==> src/hdl/dpb_pkg.sv <==
// ============================================================================
// dpb_pkg
// Shared types and constants of the depth pixel back-projection core.
// ============================================================================
package dpb_pkg;

    localparam int COLOR_W   = 8;
    localparam int CFG_IDX_W = 3;
    localparam int POS_W     = 32;

    localparam logic [CFG_IDX_W-1:0] REG_PRINCIPAL_X = 3'd0;
    localparam logic [CFG_IDX_W-1:0] REG_PRINCIPAL_Y = 3'd1;
    localparam logic [CFG_IDX_W-1:0] REG_INV_FOCAL_X = 3'd2;
    localparam logic [CFG_IDX_W-1:0] REG_INV_FOCAL_Y = 3'd3;
    localparam logic [CFG_IDX_W-1:0] REG_DENSE_MODE  = 3'd4;

    localparam logic [31:0] RST_PRINCIPAL_X = 32'd4096;
    localparam logic [31:0] RST_PRINCIPAL_Y = 32'd3392;
    localparam logic [31:0] RST_INV_FOCAL   = 32'd31030;

    typedef struct packed {
        logic ld1;
        logic ld2;
        logic ld3;
        logic ld4;
    } dpb_adv_t;

endpackage

==> src/hdl/dpb_axis.sv <==
// ============================================================================
// dpb_axis
// Four-stage projection of one axis: offset, depth product, reciprocal
// product, then truncation and saturation to a signed 32-bit coordinate.
// ============================================================================
module dpb_axis
    import dpb_pkg::*;
#(
    parameter int COORD_BITS      = 12,
    parameter int DEPTH_BITS      = 16,
    parameter int RECIP_FRAC_BITS = 24
)
(
    input  logic                          clk,
    input  dpb_adv_t                      adv,
    input  logic [COORD_BITS-1:0]         pix,
    input  logic [COORD_BITS+3:0]         princ,
    input  logic [DEPTH_BITS-1:0]         depth,
    input  logic [RECIP_FRAC_BITS:0]      recip,
    output logic signed [POS_W-1:0]       pos
);

    localparam int PW     = COORD_BITS + 4;
    localparam int RW     = RECIP_FRAC_BITS + 1;
    localparam int PROD_W = PW + DEPTH_BITS;
    localparam int LO_W   = PROD_W + 16;
    localparam int HI_W   = PROD_W + RW - 16;
    localparam int SUM_W  = HI_W + 1;
    localparam int SHIFT  = RECIP_FRAC_BITS - 16;
    localparam int Q_W    = SUM_W - SHIFT;
    localparam int QX_W   = (Q_W > POS_W + 1) ? Q_W : POS_W + 1;

    logic [PW:0]             diff;
    logic                    neg_next;
    logic [PW-1:0]           mag_next;
    logic [PW-1:0]           mag_reg;
    logic [DEPTH_BITS-1:0]   depth_reg;
    logic                    neg1_reg;
    logic [PROD_W-1:0]       prod_reg;
    logic                    neg2_reg;
    logic [LO_W-1:0]         lo_reg;
    logic [HI_W-1:0]         hi_reg;
    logic                    neg3_reg;
    logic [SUM_W-1:0]        sum;
    logic [QX_W-1:0]         q_ext;
    logic                    sat;
    logic [POS_W-1:0]        pos_next;
    logic [POS_W-1:0]        pos_reg;

    always_comb
    begin
        diff     = {1'b0, pix, 4'b0000} - {1'b0, princ};
        neg_next = diff[PW];
        mag_next = neg_next ? (~diff[PW-1:0] + 1'b1) : diff[PW-1:0];
    end

    always_comb
    begin
        sum   = SUM_W'(hi_reg) + SUM_W'(lo_reg[LO_W-1:16]);
        q_ext = QX_W'(sum >> SHIFT);
        sat   = |q_ext[QX_W-1:POS_W-1];
        if (neg3_reg)
        begin
            pos_next = sat ? {1'b1, {(POS_W-1){1'b0}}} : (~q_ext[POS_W-1:0] + 1'b1);
        end
        else
        begin
            pos_next = sat ? {1'b0, {(POS_W-1){1'b1}}} : q_ext[POS_W-1:0];
        end
    end

    always_ff @(posedge clk)
    begin
        if (adv.ld1)
        begin
            mag_reg   <= mag_next;
            neg1_reg  <= neg_next;
            depth_reg <= depth;
        end
        if (adv.ld2)
        begin
            prod_reg <= PROD_W'(mag_reg) * PROD_W'(depth_reg);
            neg2_reg <= neg1_reg;
        end
        if (adv.ld3)
        begin
            lo_reg   <= LO_W'(prod_reg) * LO_W'(recip[15:0]);
            hi_reg   <= HI_W'(prod_reg) * HI_W'(recip[RW-1:16]);
            neg3_reg <= neg2_reg;
        end
        if (adv.ld4)
        begin
            pos_reg <= pos_next;
        end
    end

    assign pos = $signed(pos_reg);

endmodule

==> config.mk <==
export PLATFORM = sky130hd
export DESIGN_NAME = dpb_axis
export DESIGN_NICKNAME = d
export VERILOG_FILES = /design/src/hdl/dpb_pkg.sv /design/src/hdl/dpb_axis.sv
export SDC_FILE = /design/constraint.sdc
export NUM_CORES = 2
export LEC_CHECK = 0
export BUFFER_PORTS_ARGS = -buffer_cell sky130_fd_sc_hd__buf_2
export CAP_MARGIN = 15
export CORE_ASPECT_RATIO = 0.75
export CORE_MARGIN = 3
export CORE_UTILIZATION = 55
export DETAILED_ROUTE_END_ITERATION = 10
export HOLD_SLACK_MARGIN = 0.03
export PLACE_DENSITY = 0.72
export SLEW_MARGIN = 20
export SYNTH_ARGS = -nofsm -noshare
export SYNTH_HDL_FRONTEND = slang
export SYNTH_SLANG_ARGS = --single-unit
==> constraint.sdc <==
create_clock -name clk -period 21.8 [get_ports clk]
set_clock_uncertainty 0.2 [all_clocks]
set_input_delay 3.27 -clock clk [delete_from_list [all_inputs] [get_ports clk]]
set_output_delay 3.27 -clock clk [all_outputs]
set_load 0.05 [all_outputs]
==> flow_metrics.tcl <==
set metrics [dict create \
    status "completed" \
    critPathTopFamily "adder cells" \
    setup_tns_ps 0 \
    drt_iter0_drc 2306 \
    dp.final_hpwl_mm 78.6 \
    ys_top_cells_by_area "fa_1 (40%), edfxtp_1 (12%), ha_1 (9.9%)" \
    wl_per_cell_um 18.7 \
    yosys_most_used_dff "edfxtp_1" \
    slew_violations 0 \
    layout.nets 5678 \
    grt_setup_unrepaired "false" \
    tritoncts "yes" \
    die_h_um 244 \
    clock_latency_ps 490 \
    cp-end-kind "flip-flop" \
    largest_reg_flops 41 \
    post_cts_buffers 0 \
    die_area_mm2 0.0787 \
    grt_pass1_vias 31046 \
    dr.pass1.iters 5 \
    multiInputGateArea_mm2 0.0320 \
    grt_max_degree 75 \
    clockRootBuffer "clkbuf_16" \
    vias 30311 \
    ys_warn_count 0 \
    min_period_over_period_pct 46.1 \
    max_stage_delay_ps 590 \
    cp_num_buf_inv 4 \
    core_mm2 0.0740 \
    cp_data_arrival_time_ps 10090 \
    async_reset_ff_share_pct 0 \
    yosysSeqAreaShare_pct 12.5 \
    worst-path-max-fanout 32 \
    post_drt_via_cell_ratio 5.57 \
    n_fill_cell 6421 \
    hold_viol_final 0 \
    grtUsageTotal_pct 27.0 \
    relSlewSlack_pct 20.3 \
    rows 86 \
    reg2reg_slack_ps 13840 \
    max_cap_viol_count 0 \
    start_util_pct 55.9 \
    tightest_slew_ps 1190 \
    hp-class "reg2reg" \
    cp_cell_sequence "buf_2 -> nand2_1 -> fa_1 -> inv_1 -> fa_1 -> fa_1 -> fa_1 -> fa_1 -> inv_1 -> fa_1 -> inv_1 -> ha_1 -> nand4_1 -> or3_1 -> o311a_1 -> o2111a_1 -> o311ai_1 -> nand2_1 -> o311ai_1 -> a21oi_1 -> xnor2_1" \
    drive_above_1_share_pct 4.99 \
    post_cts_resized 0 \
    required_ps 21830 \
    path_clk_slew_ps 70 \
    wl_mm 102 \
    cts_buffers 17 \
    drc 0 \
    post-route-min-period_ps 10060 \
    cp_slowest_cell "buf_2" \
    synth_nets 5721 \
    holdBufCountCts 0 \
    crit_top_cell "fa_1" \
    synthesis.area_mm2 0.0414 \
    ys_types 97 \
    ant_nets 0 \
    avgSynthCellArea_um2 9.21 \
    clockBufferDepth 2 \
    synth_cells 4498 \
    ys_seq_elements 172 \
    synth_top_area_cell "fa_1" \
    area_growth_pct 4.38 \
    path_class "in2reg" \
    setup_violations 0 \
    ios 106 \
    crit_path_start_kind "input pin" \
    die_w_um 323 \
    cts_htree_levels 4 \
    cts.sinks 172 \
    antenna_found_initial 1 \
    max_freq_mhz 99.4 \
    synth_commonest_cells "inv_1 (920), fa_1 (822), nand2_1 (728), and2_1 (413), ha_1 (327)" \
    synth_top_area_share_pct 39.7 \
    seq_area_mm2 0.00516 \
    grt_pass1_wl_mm 167 \
    grt.overflow.total 0 \
    place_congestion 0.903 \
    synth_edf_count 172 \
    port_buffers 105 \
    synth.most_common_cell "inv_1" \
]
-- area by class of cell --
cell class                 instances  area share [%]
antenna                            1         0.00579
clock buffer                      18           0.993
clock inverter                    14           0.298
inverter                         921            8.00
multi-input combinational       3199            74.0
sequential                       172            11.9
tap                              968            2.80
timing repair buffer             144            1.95
-- cell usage in the layout (no fill, tap or decap), types with 15 or more instances in the layout --
cell and n:
buf_4 39, a31oi_1 21, xor2_1 45, edfxtp_1 172
nand3_1 33, and3_1 17, buf_2 104, o21ai_1 15
nand2_1 728, fa_1 822, ha_1 327, nor2b_1 19
xnor2_1 97, o21a_1 22, inv_1 920, a21o_1 65
a21oi_1 130, and2_1 413, nor3_1 32, nor2_1 93
clkbuf_16 17, o21bai_1 21, o21ai_0 62, nand4_1 16
-- routing by layer --
metal | vias up | track usage (%) | share of wire (%)
met5 | - | 0 | 0.012
met4 | 2 | 5.65 | 1.8
met3 | 129 | 7.94 | 11
met2 | 1186 | 40.8 | 44
met1 | 15277 | 39.0 | 44
li1 | 13717 | - | -
-- cells by family after synthesis --
| kind of cell | count (synthesis) | share of synthesized area [%] |
|---|---|---|
| simple gates | 1426 | 16.6 |
| xor+xnor | 142 | 3.00 |
| buf+inv | 1127 | 10.3 |
| mux | 10 | 0.251 |
| flops | 172 | 12.5 |
| compound gates | 472 | 7.74 |
| fa+ha+maj | 1149 | 49.6 |
-- through the flow --
step | instance area [µm²] | utilization, % | worst slack, ps | instances | hold WS, ps
after global routing | 43200 | 58.4 | 11350 | 5436 | 225
after floorplan | 41400 | - | 12110 | 4498 | 200
after global placement | 42600 | 57.6 | 11430 | 5403 | 207
final | 43200 | 58.4 | 11740 | 5437 | 225
after CTS | 43200 | 58.3 | 11840 | 5435 | 225
after detailed placement | 42600 | 57.6 | 11320 | 5403 | 211
-- path summary, 6_finish.rpt --
check              start            to  cells after the start
min             neg1_reg      neg2_reg                      0
min reg2reg     neg1_reg      neg2_reg                      0
max reg2reg  mag_reg[10]  prod_reg[30]                     22
max             recip[7]    lo_reg[43]                     21
Power is not shown: default switching activity piles up to over one toggle a cycle in this logic, so the estimate is an artifact.
